**src/design/bta_pkg.sv**
```systemverilog
`timescale 1ns / 1ps
// ---------------------------------------------------------------------------
// bta_pkg
// shared types and constants of the bus telegram assembler
// ---------------------------------------------------------------------------
package bta_pkg;

  localparam logic [3:0] STD_LEN   = 4'd7;
  localparam logic [3:0] EXT_LEN   = 4'd11;
  localparam logic [7:0] HI_MASK   = 8'hF0;
  localparam logic [7:0] HI_EXT_D  = 8'hD0;
  localparam logic [7:0] HI_EXT_E  = 8'hE0;
  localparam logic [7:0] START_RST = 8'hA8;
  localparam logic [7:0] ACK_RST   = 8'hA5;

  localparam logic CFG_START = 1'b0;
  localparam logic CFG_ACK   = 1'b1;

  typedef enum logic [1:0] {
    KIND_ACK = 2'd0,
    KIND_STD = 2'd1,
    KIND_EXT = 2'd2,
    KIND_BAD = 2'd3
  } frame_kind_t;

  typedef struct packed {
    logic       fire;
    logic [7:0] rx_byte;
  } step_t;

  typedef struct packed {
    frame_kind_t kind;
    logic [31:0] front;
    logic [31:0] back;
    logic [7:0]  check;
    logic [7:0]  closing;
  } result_t;

endpackage

```
**src/design/bta_in_stage.sv**
```systemverilog
`timescale 1ns / 1ps
// ---------------------------------------------------------------------------
// bta_in_stage
// input register for received words, hands one word per cycle to the core while the output stage advances
// ---------------------------------------------------------------------------
module bta_in_stage (
  input  logic          clk,
  input  logic          rst_n,
  input  logic          in_valid,
  output logic          in_stall,
  input  logic [7:0]    in_rx_byte,
  input  logic          adv,
  output bta_pkg::step_t step
);
  import bta_pkg::*;

  logic       vld_r;
  logic       vld_nxt;
  logic [7:0] byte_r;
  logic       load;

  assign in_stall = vld_r && !adv;
  assign load     = in_valid && !in_stall;

  always_comb begin
    if (load) begin
      vld_nxt = 1'b1;
    end else if (adv) begin
      vld_nxt = 1'b0;
    end else begin
      vld_nxt = vld_r;
    end
  end

  always_ff @(posedge clk) begin
    if (!rst_n) begin
      vld_r <= 1'b0;
    end else begin
      vld_r <= vld_nxt;
    end
  end

  always_ff @(posedge clk) begin
    if (load) begin
      byte_r <= in_rx_byte;
    end
  end

  assign step.fire    = vld_r && adv;
  assign step.rx_byte = byte_r;

endmodule

```
**src/design/bta_frame_core.sv**
```systemverilog
`timescale 1ns / 1ps
// ---------------------------------------------------------------------------
// bta_frame_core
// marker registers, frame state and per-word frame decode
// ---------------------------------------------------------------------------
module bta_frame_core (
  input  logic             clk,
  input  logic             rst_n,
  input  logic             cfg_wr_en,
  input  logic             cfg_index,
  input  logic [7:0]       cfg_wdata,
  input  bta_pkg::step_t   step,
  output logic             res_valid,
  output bta_pkg::result_t res
);
  import bta_pkg::*;

  logic [7:0] start_r;
  logic [7:0] ack_r;
  logic [3:0] cnt_r;
  logic [3:0] cnt_nxt;
  logic [3:0] len_r;
  logic [3:0] len_nxt;
  logic [7:0] xor_r;
  logic [7:0] xor_nxt;
  logic [7:0] fb_r [1:9];

  logic [7:0] b;
  logic [7:0] hi;
  logic       ext;
  logic       store;

  assign b  = step.rx_byte;
  assign hi = b & HI_MASK;

  always_ff @(posedge clk) begin
    if (!rst_n) begin
      start_r <= START_RST;
      ack_r   <= ACK_RST;
    end else if (cfg_wr_en) begin
      if (cfg_index == CFG_START) begin
        start_r <= cfg_wdata;
      end else begin
        ack_r <= cfg_wdata;
      end
    end
  end

  always_comb begin
    cnt_nxt   = cnt_r;
    len_nxt   = len_r;
    xor_nxt   = xor_r;
    store     = 1'b0;
    res_valid = 1'b0;
    ext       = (len_r == EXT_LEN);
    res.kind    = KIND_ACK;
    res.front   = '0;
    res.back    = '0;
    res.check   = '0;
    res.closing = '0;
    if (step.fire) begin
      if (cnt_r == 4'd0) begin
        if (b == ack_r) begin
          res_valid = 1'b1;
        end else if (b == start_r) begin
          cnt_nxt = 4'd1;
          len_nxt = 4'd0;
          xor_nxt = 8'd0;
        end
      end else if (b == start_r) begin
        cnt_nxt = 4'd1;
        len_nxt = 4'd0;
        xor_nxt = 8'd0;
      end else if (cnt_r >= EXT_LEN) begin
        cnt_nxt = 4'd0;
        len_nxt = 4'd0;
        xor_nxt = 8'd0;
      end else begin
        store   = 1'b1;
        cnt_nxt = cnt_r + 4'd1;
        if (cnt_r == 4'd1) begin
          len_nxt = (hi == HI_EXT_D || hi == HI_EXT_E) ? EXT_LEN : STD_LEN;
          xor_nxt = b;
        end else if (({1'b0, cnt_r} + 5'd3) <= {1'b0, len_r}) begin
          xor_nxt = xor_r ^ b;
        end
        // frame complete on its closing word
        if (cnt_r != 4'd1 && (cnt_r + 4'd1) == len_r) begin
          res_valid   = 1'b1;
          res.front   = {fb_r[1], fb_r[2], fb_r[3], fb_r[4]};
          res.back    = ext ? {fb_r[5], fb_r[6], fb_r[7], fb_r[8]} : 32'd0;
          res.check   = ext ? fb_r[9] : fb_r[5];
          res.closing = b;
          if (res.check == xor_r) begin
            res.kind = ext ? KIND_EXT : KIND_STD;
          end else begin
            res.kind = KIND_BAD;
          end
          cnt_nxt = 4'd0;
          len_nxt = 4'd0;
          xor_nxt = 8'd0;
        end
      end
    end
  end

  always_ff @(posedge clk) begin
    if (!rst_n) begin
      cnt_r <= 4'd0;
      len_r <= 4'd0;
      xor_r <= 8'd0;
    end else begin
      cnt_r <= cnt_nxt;
      len_r <= len_nxt;
      xor_r <= xor_nxt;
    end
  end

  always_ff @(posedge clk) begin
    for (int i = 1; i <= 9; i++) begin
      if (store && cnt_r == 4'(i)) begin
        fb_r[i] <= b;
      end
    end
  end

  a_cnt_range: assert property (@(posedge clk) disable iff (!rst_n)
    cnt_r <= EXT_LEN)
    else $error("frame count beyond extended length");

  a_len_legal: assert property (@(posedge clk) disable iff (!rst_n)
    len_r == 4'd0 || len_r == STD_LEN || len_r == EXT_LEN)
    else $error("illegal frame length");

  a_idle_clean: assert property (@(posedge clk) disable iff (!rst_n)
    cnt_r == 4'd0 |-> (len_r == 4'd0 && xor_r == 8'd0))
    else $error("idle with stale frame state");

  a_len_known: assert property (@(posedge clk) disable iff (!rst_n)
    cnt_r >= 4'd2 |-> len_r != 4'd0)
    else $error("frame length unknown after first payload word");

  a_count_below_len: assert property (@(posedge clk) disable iff (!rst_n)
    cnt_r >= 4'd2 |-> cnt_r < len_r)
    else $error("frame count reached length without completing");

endmodule

```
**src/design/bta_out_stage.sv**
```systemverilog
`timescale 1ns / 1ps
// ---------------------------------------------------------------------------
// bta_out_stage
// result register toward the output channel
// ---------------------------------------------------------------------------
module bta_out_stage (
  input  logic             clk,
  input  logic             rst_n,
  input  logic             res_valid,
  input  bta_pkg::result_t res,
  output logic             adv,
  output logic             out_valid,
  input  logic             out_stall,
  output bta_pkg::result_t out_res
);
  import bta_pkg::*;

  logic    vld_r;
  logic    vld_nxt;
  result_t res_r;

  assign adv = !vld_r || !out_stall;

  always_comb begin
    if (adv) begin
      vld_nxt = res_valid;
    end else begin
      vld_nxt = vld_r;
    end
  end

  always_ff @(posedge clk) begin
    if (!rst_n) begin
      vld_r <= 1'b0;
    end else begin
      vld_r <= vld_nxt;
    end
  end

  always_ff @(posedge clk) begin
    if (adv && res_valid) begin
      res_r <= res;
    end
  end

  assign out_valid = vld_r;
  assign out_res   = res_r;

endmodule

```
**src/design/bus_telegram_assembler.sv**
```systemverilog
`timescale 1ns / 1ps
// ---------------------------------------------------------------------------
// bus_telegram_assembler
// rebuilds acknowledge and telegram frames from received bus words
// ---------------------------------------------------------------------------
// path: the word that completes a result waits in the input register, is decoded
// combinationally and its result is captured in the result register
// throughput: one word per cycle unless a stalled result blocks the output,
// set by the single decode step between the input and result registers
// reset: synchronous, clears frame state and valid flags, markers return to
// 0xA8 (start) and 0xA5 (acknowledge)
module bus_telegram_assembler (
  input  logic        clk,
  input  logic        rst_n,
  input  logic        cfg_wr_en,
  input  logic        cfg_index,
  input  logic [7:0]  cfg_wdata,
  input  logic        in_valid,
  output logic        in_stall,
  input  logic [7:0]  in_rx_byte,
  output logic        out_valid,
  input  logic        out_stall,
  output logic [1:0]  out_frame_kind,
  output logic [31:0] out_payload_front,
  output logic [31:0] out_payload_back,
  output logic [7:0]  out_check_byte,
  output logic [7:0]  out_closing_byte
);
  import bta_pkg::*;

  step_t   step;
  logic    adv;
  logic    res_valid;
  result_t res;
  result_t out_res;

  bta_in_stage u_in (
    .clk       (clk),
    .rst_n     (rst_n),
    .in_valid  (in_valid),
    .in_stall  (in_stall),
    .in_rx_byte(in_rx_byte),
    .adv       (adv),
    .step      (step)
  );

  bta_frame_core u_core (
    .clk      (clk),
    .rst_n    (rst_n),
    .cfg_wr_en(cfg_wr_en),
    .cfg_index(cfg_index),
    .cfg_wdata(cfg_wdata),
    .step     (step),
    .res_valid(res_valid),
    .res      (res)
  );

  bta_out_stage u_out (
    .clk      (clk),
    .rst_n    (rst_n),
    .res_valid(res_valid),
    .res      (res),
    .adv      (adv),
    .out_valid(out_valid),
    .out_stall(out_stall),
    .out_res  (out_res)
  );

  assign out_frame_kind    = out_res.kind;
  assign out_payload_front = out_res.front;
  assign out_payload_back  = out_res.back;
  assign out_check_byte    = out_res.check;
  assign out_closing_byte  = out_res.closing;

endmodule
```
**config.mk**
```make
export PLATFORM = sky130hd
export DESIGN_NAME = bus_telegram_assembler
export DESIGN_NICKNAME = d
export VERILOG_FILES = /design/src/design/bta_pkg.sv /design/src/design/bta_in_stage.sv /design/src/design/bta_frame_core.sv /design/src/design/bta_out_stage.sv /design/src/design/bus_telegram_assembler.sv
export SDC_FILE = /design/constraint.sdc
export NUM_CORES = 1
export LEC_CHECK = 0
export ABC_AREA = 1
export BUFFER_PORTS_ARGS = -buffer_cell sky130_fd_sc_hd__buf_2
export CORE_UTILIZATION = 62
export CTS_CLUSTER_SIZE = 16
export DETAILED_ROUTE_END_ITERATION = 7
export HOLD_SLACK_MARGIN = 0.06
export PLACE_DENSITY = 0.85
export SYNTH_ARGS = -nofsm -noshare
export SYNTH_HDL_FRONTEND = slang
export SYNTH_SLANG_ARGS = --single-unit
```
**constraint.sdc**
```tcl
create_clock -name clk -period 8.81 [get_ports clk]
set_clock_uncertainty 0.2 [all_clocks]
set_input_delay 0.881 -clock clk [delete_from_list [all_inputs] [get_ports clk]]
set_output_delay 0.881 -clock clk [all_outputs]
set_load 0.01 [all_outputs]
```
### After elaboration in Yosys (flattened, before gate mapping)

Memory sizes are Yosys's and may differ from the RTL's. A register that Yosys moved wholly into a read port is not among the register bits.
Index checks and enable logic that the tools add are counted.

* magnitude comparators: 2
* reductions and logical operators: 39
* bitwise logic cells: 5
* eq/ne operators: 19
* muxes and demuxes: 79
* add/subtract/negate cells: 2

Operators by type and width (number)
* 8-bit 2-to-1 mux: 17
* 4-bit 2-to-1 mux: 22
* 8-bit OR reduction: 8
* 1-bit 2-to-1 mux: 38
* 8-bit equality test: 3
* 4-bit equality test, second input constant: 5
* 4-bit by 3-bit equality test with 1-bit output, second input constant: 4
* 1-bit logical AND: 14
* 4-bit by 2-bit equality test with 1-bit output, second input constant: 2
* 4-bit AND reduction: 2
* 8-bit XOR: 1
* 6-bit OR reduction: 1
* 4-bit by 2-bit adder with 5-bit output, second input constant: 1
* 5-bit by 4-bit less-or-equal comparator with 1-bit output: 1
* 5-bit nonzero test: 1
* 5-bit OR reduction: 1
* 4-bit by 1-bit adder with 4-bit output, second input constant: 1
* 4-bit by 1-bit equality test with 1-bit output, second input constant: 1
* 4-bit equality test: 1
* 4-bit >= comparator, second input constant: 1
* 1-bit logical NOT: 4
* 4-bit logical NOT: 1
* 2-bit 2-to-1 mux: 2
* 2-bit != test, second input constant: 2
* 7 further kinds: 12

* bits in registers: 92
* bits in writable memories: 72
* bits of input ports: 22
* memories kept: 1

Memory list
* u_core.fb_r: depth 9, width 8, read ports 9, clocked after memory_dff 7, write ports 1, line bta_frame_core.sv:26 `logic [7:0] fb_r [1:9];`

### Longest topological paths before layout

* depth in word-level cells: 17
* mapped depth: 14

### Hierarchy

A second synthesis with hierarchy kept.

* cell total of the unflattened synthesis: 750
* area, all modules: 8119.0 um^2

Modules (own cells, without submodules)
* bta_frame_core: area each 5308.8 um^2, cells each 644, times used 1
* bta_out_stage: area each 2509.9 um^2, cells each 88, times used 1
* bta_in_stage: area each 300.3 um^2, cells each 18, times used 1

### Worst setup path after synthesis

OpenSTA, ideal clock, no wires.

* kind: reg2reg
* start: register u_core.cnt_r[0]
* end: register, netlist name out_payload_back[10]
* period minus slack after synthesis: 4110 ps
* required time: 8167 ps
* slack: 4700 ps
* buffers on the path: 1
* cell stages (with the launch flop): 11
* setup time: 443 ps
* data arrival time: 3468 ps
* cell sequence: dfxtp_1 > inv_1 > ha_1 > nand2_1 > nand2_1 > nor2_1 > nand3_1 > nor3_2 > nand3_2 > buf_2 > nand2_1

* longest elaborated chain between the ends: 9
* elaborated cells on any way between the ends: 14
* classes of those cells: add/sub (1); order compare (1); eq/ne (2); mux (5); bitwise (1); reduce/logical (4)

Ends and longest elaborated chain
* start: declaration: line bta_frame_core.sv:20 `logic [3:0] cnt_r;`
* start signal: assignment: line bta_frame_core.sv:113 `cnt_r <= cnt_nxt;`
* 4-bit by 1-bit adder with 4-bit output: line bta_frame_core.sv:88 `if (cnt_r != 4'd1 && (cnt_r + 4'd1) == len_r) begin`
* 4-bit equality test: line bta_frame_core.sv:88
* 1-bit logical AND: line bta_frame_core.sv:88
* 1-bit 2-to-1 mux: line bta_frame_core.sv:88
* 1-bit 2-to-1 mux: line bta_frame_core.sv:74 `end else if (cnt_r >= EXT_LEN) begin`
* 1-bit 2-to-1 mux: line bta_frame_core.sv:70 `end else if (b == start_r) begin`
* 1-bit 2-to-1 mux: line bta_frame_core.sv:62 `if (cnt_r == 4'd0) begin`
* 1-bit 2-to-1 mux: line bta_frame_core.sv:61 `if (step.fire) begin`
* 1-bit logical AND: line bta_out_stage.sv:41 `if (adv && res_valid) begin`

Several ways; a longest one is shown, not always the timed one.
A chain may end at the register's enable or synchronous reset.

### Worst setup path after layout

* start: register u_core.cnt_r[0]
* end: register, netlist name u_out.out_res[44]

* longest elaborated chain between the ends: 9
* elaborated cells on any way between the ends: 12
* classes of those cells: add/sub (1); order compare (1); eq/ne (2); mux (5); reduce/logical (3)

Ends and longest elaborated chain (line)
* 4-bit by 1-bit adder with 4-bit output: bta_frame_core.sv:88
* 4-bit equality test: bta_frame_core.sv:88
* 1-bit logical AND: bta_frame_core.sv:88
* 1-bit 2-to-1 mux: bta_frame_core.sv:88
* 1-bit 2-to-1 mux: bta_frame_core.sv:74
* 1-bit 2-to-1 mux: bta_frame_core.sv:70
* 1-bit 2-to-1 mux *: bta_frame_core.sv:62
* 1-bit 2-to-1 mux *: bta_frame_core.sv:61
* 1-bit logical AND *: bta_out_stage.sv:41

Mark *: on every way between the ends. The rest lies on a longest branch, timed or not.

==> run summary <==
Max-slew violation count: 0. The die is 116 um wide. The logs give 83 for the maximum number of pins on one net before global-route repair and 106 for the I/O pin count. The share of the clock period used by the worst path came out at 0.488. The mean number of vias per cell was 5.20. Timing would allow up to 233 MHz. The path class of the tightest hold or removal check is flip-flop to flip-flop. The net count of the finished layout is 899. The tools report the final setup TNS as 0 ns. For this run, the number of Yosys warnings is 0.

Share of cells above drive strength 1: 0.192. Start point of the worst hold path: u_core.start_r[2]. In the synthesized netlist the dominant register cell turns out to be edfxtp_1. Setup repair after global routing left no endpoint under its margin. Summed over all cells, the static leakage comes to 4.26 nW. For the number of sinks driven by the clock tree, the log shows 195.

Summing all non-filler instances in the final layout gives an area of 0.00942 mm2. The run gives 1.93 mW as the overall power of the completed layout. In this run, distinct cell masters in the synthesized netlist total 31. Max capacitance violation total: 0. The placement row count was 41. Counting I/O delays and the setup requirement, the final critical path takes 4.30 ns.

TritonCTS built the clock tree. The clock passes through at most 2 buffers. After clock tree synthesis, the clock-pin slew on the worst setup and hold paths is 0.07 ns.

The post-CTS setup repair buffer count was 0; the count of hold buffers inserted by post-cts repair was 0. Ranked by instance count, the synthesized netlist is headed by edfxtp_1 (162), nor2_1 (141), inv_1 (132). The most critical setup path has its startpoint at u_core.cnt_r[0]. The largest area contributor in the synthesized netlist is edfxtp_1. For this block, the initial DRC count from the detailed router was 503.

The total routing usage reported by global routing is 0.261. The tools report the reg-to-reg startpoint as u_core.cnt_r[0]. The fraction of post-synthesis cell area in the top cell type by area came out at 0.603.

Once placement finished, the instance area stood at 0.00876 mm2. The setup slack of the most critical reg-to-reg path was 4.51 ns; the post-detailed-route wirelength per cell was 15.6 um. For the cell area after synthesis, the log shows 0.00807 mm2. Yosys instantiated no cell more often than edfxtp_1. The run gives 0.0135 mm2 as the overall die area. The run gives 0.940 as the final weighted congestion of routability-driven global placement. The detailed-route wire length was 16500 um.

The run gives 7 as the iteration count of the initial detailed-routing pass. For the pin with the worst max-slew slack, the measured transition is 1.33 ns. The routed layout has 5471 vias. The maximum net fanout on the critical path was 82; the post-synth net total was 784. The relative max-transition margin was 0.103. In this run, post-CTS repair resized a total of 0 instances. The required time of the critical path came out at 8.66 ns. Count of antenna-violating nets left after detailed routing: 0.

The number of enable flip-flop cells after synthesis was 162; the H-tree depth was 4. Power spread over the standard cell area amounts to 205 mW/mm2. Worst ir drop on vdd: 0.000130 V. The final count of negative-setup-slack endpoints is 0, and the flip-flop and latch count after synthesis is 195. Initial antenna violation count: 0.

The critical path is of the flip-flop to flip-flop type. The run gives 753 as the number of instances in the synthesized netlist. The worst setup path is launched from a flip-flop. Clock tree synthesis inserted a total of 17 buffers. From synthesis to final layout, the design area changed by 16.8%. The run finished with clean final reports.

The effective utilization at floorplan came out at 0.637. The post-synthesis sequential area ratio is 0.685. In the routed design, unresolved DRC markers number 0. The logs give 10400 um for the placed wire-length estimate after detailed placement and 0.0127 mm2 for the placeable core region.

In this run the clock root is driven by a clkbuf_16. The number of diodes was 0. The post-synthesis async set-or-reset flop share came out at 0. The quantity of I/O buffers inserted on ports was 105; the global-route wire length before repair was 25000 um.

After synthesis, the cell types taking the most area are edfxtp_1 (60%), dfxtp_1 (8.2%), nor2_1 (6.6%). Element type at the critical path end: a flip-flop. The tools report the data arrival at the endpoint of the critical path as 4.15 ns.

Synthesized area per cell: 10.7 um2. The clock latency of the later-clocked register in the worst-skew pair was 0.43 ns. The die span in y was 116 um; the number of failing hold endpoints at the final stage was 0.

The residual overflow from global routing is 0, and the number of global-route vias before repair is 5189.
-- final cells by class --
cell class	instances	area (um2)
well taps	172	215
multi-input cells	399	1900
clock inverters	13	228
clock buffers	19	433
inverters	143	537
repair buffers	112	578
flip-flops and latches	195	5530
fillers	805	3250
-- final timing paths --
path	cells past startpoint	end
max reg2reg	9	u_out.out_res[44]
min reg2reg	2	u_core.start_r[2]
max	9	u_out.out_res[44]
min	2	u_core.start_r[2]
-- worst max-delay path, cell delays in order (launching register included) --
cell	delay, ns
dfxtp_1	0.47
inv_1	0.14
ha_1	0.38
nand2_1	0.09
nand2_1	0.05
nor2_1	0.10
nand3_1	0.11
nor3_2	0.25
nand3_2	0.86
nand2_4	1.16
-- sequential cells by signal (all words and copies together) (netlist names) --
name and count:
out_payload_front 32, u_core.start_r 8, u_core.fb_r 72, u_in.byte_r 8, out_payload_back 16, u_core.ack_r 8
u_core.len_r 3, u_core.xor_r 8, u_out.out_res 34, u_out.out_valid 1, u_in.vld_r 1, u_core.cnt_r 4
-- power breakdown --
part	internal [mW]	switching (mW)
sequential	1.00	0.0189
clock	0.532	0.326
combinational	0.0184	0.0340
total	1.55	0.379
-- metrics by stage --
stage	std cells	hold slack [ns]	util	setup slack (ns)
detailed placement	1021	0.268	0.691	4.50
CTS	1053	0.278	0.743	4.49
finish	1053	0.275	0.743	4.51
global route	1053	0.309	0.743	4.08
global placement	1021	0.261	0.691	4.65
floorplan	753	0.243	-	4.70
-- cell usage in the layout (no fill, tap or decap) --
cell type / synthesis / layout
edfxtp_1: 162 / 162
nor2_1: 141 / 141
inv_1: 132 / 132
nand2_1: 120 / 119
buf_2: 10 / 105
dfxtp_1: 33 / 33
nand3_1: 30 / 30
o21ai_0: 18 / 18
a21oi_1: 18 / 18
clkbuf_16: 0 / 17
xor2_1: 15 / 15
inv_2: 10 / 10
nor3_1: 10 / 10
ha_1: 9 / 9
nand4_1: 7 / 7
buf_4: 1 / 7
o211ai_1: 6 / 6
bufinv_16: 0 / 6
nand2_2: 4 / 4
xnor2_1: 3 / 3
nor2_4: 3 / 3
nor2_2: 3 / 3
clkinv_1: 1 / 3
or2_2: 3 / 3
clkinvlp_4: 0 / 3
nand3_2: 2 / 2
nand2_4: 1 / 2
o21ai_1: 2 / 2
clkbuf_1: 1 / 2
inv_6: 0 / 2
nor3_4: 1 / 1
nor3_2: 1 / 1
o21bai_1: 1 / 1
and2_1: 1 / 1
-- cell families after synthesis --
logic type,Yosys count,share of synthesized area
compound gates,45,0.0301
buf+inv,159,0.0797
simple gates,327,0.172
xor+xnor,18,0.0195
fa+ha+maj,9,0.0140
flops,195,0.685
-- metal layers --
| layer | global-route usage | up-vias | wire, um |
|---|---|---|---|
| met5 | 0 | - | 0 |
| met4 | 0.128 | 0 | 429 |
| met3 | 0.0664 | 34 | 1170 |
| met2 | 0.441 | 263 | 8280 |
| met1 | 0.312 | 2530 | 6570 |
| li1 | - | 2644 | - |
No activity file was read; power rests on OpenSTA's default activity.
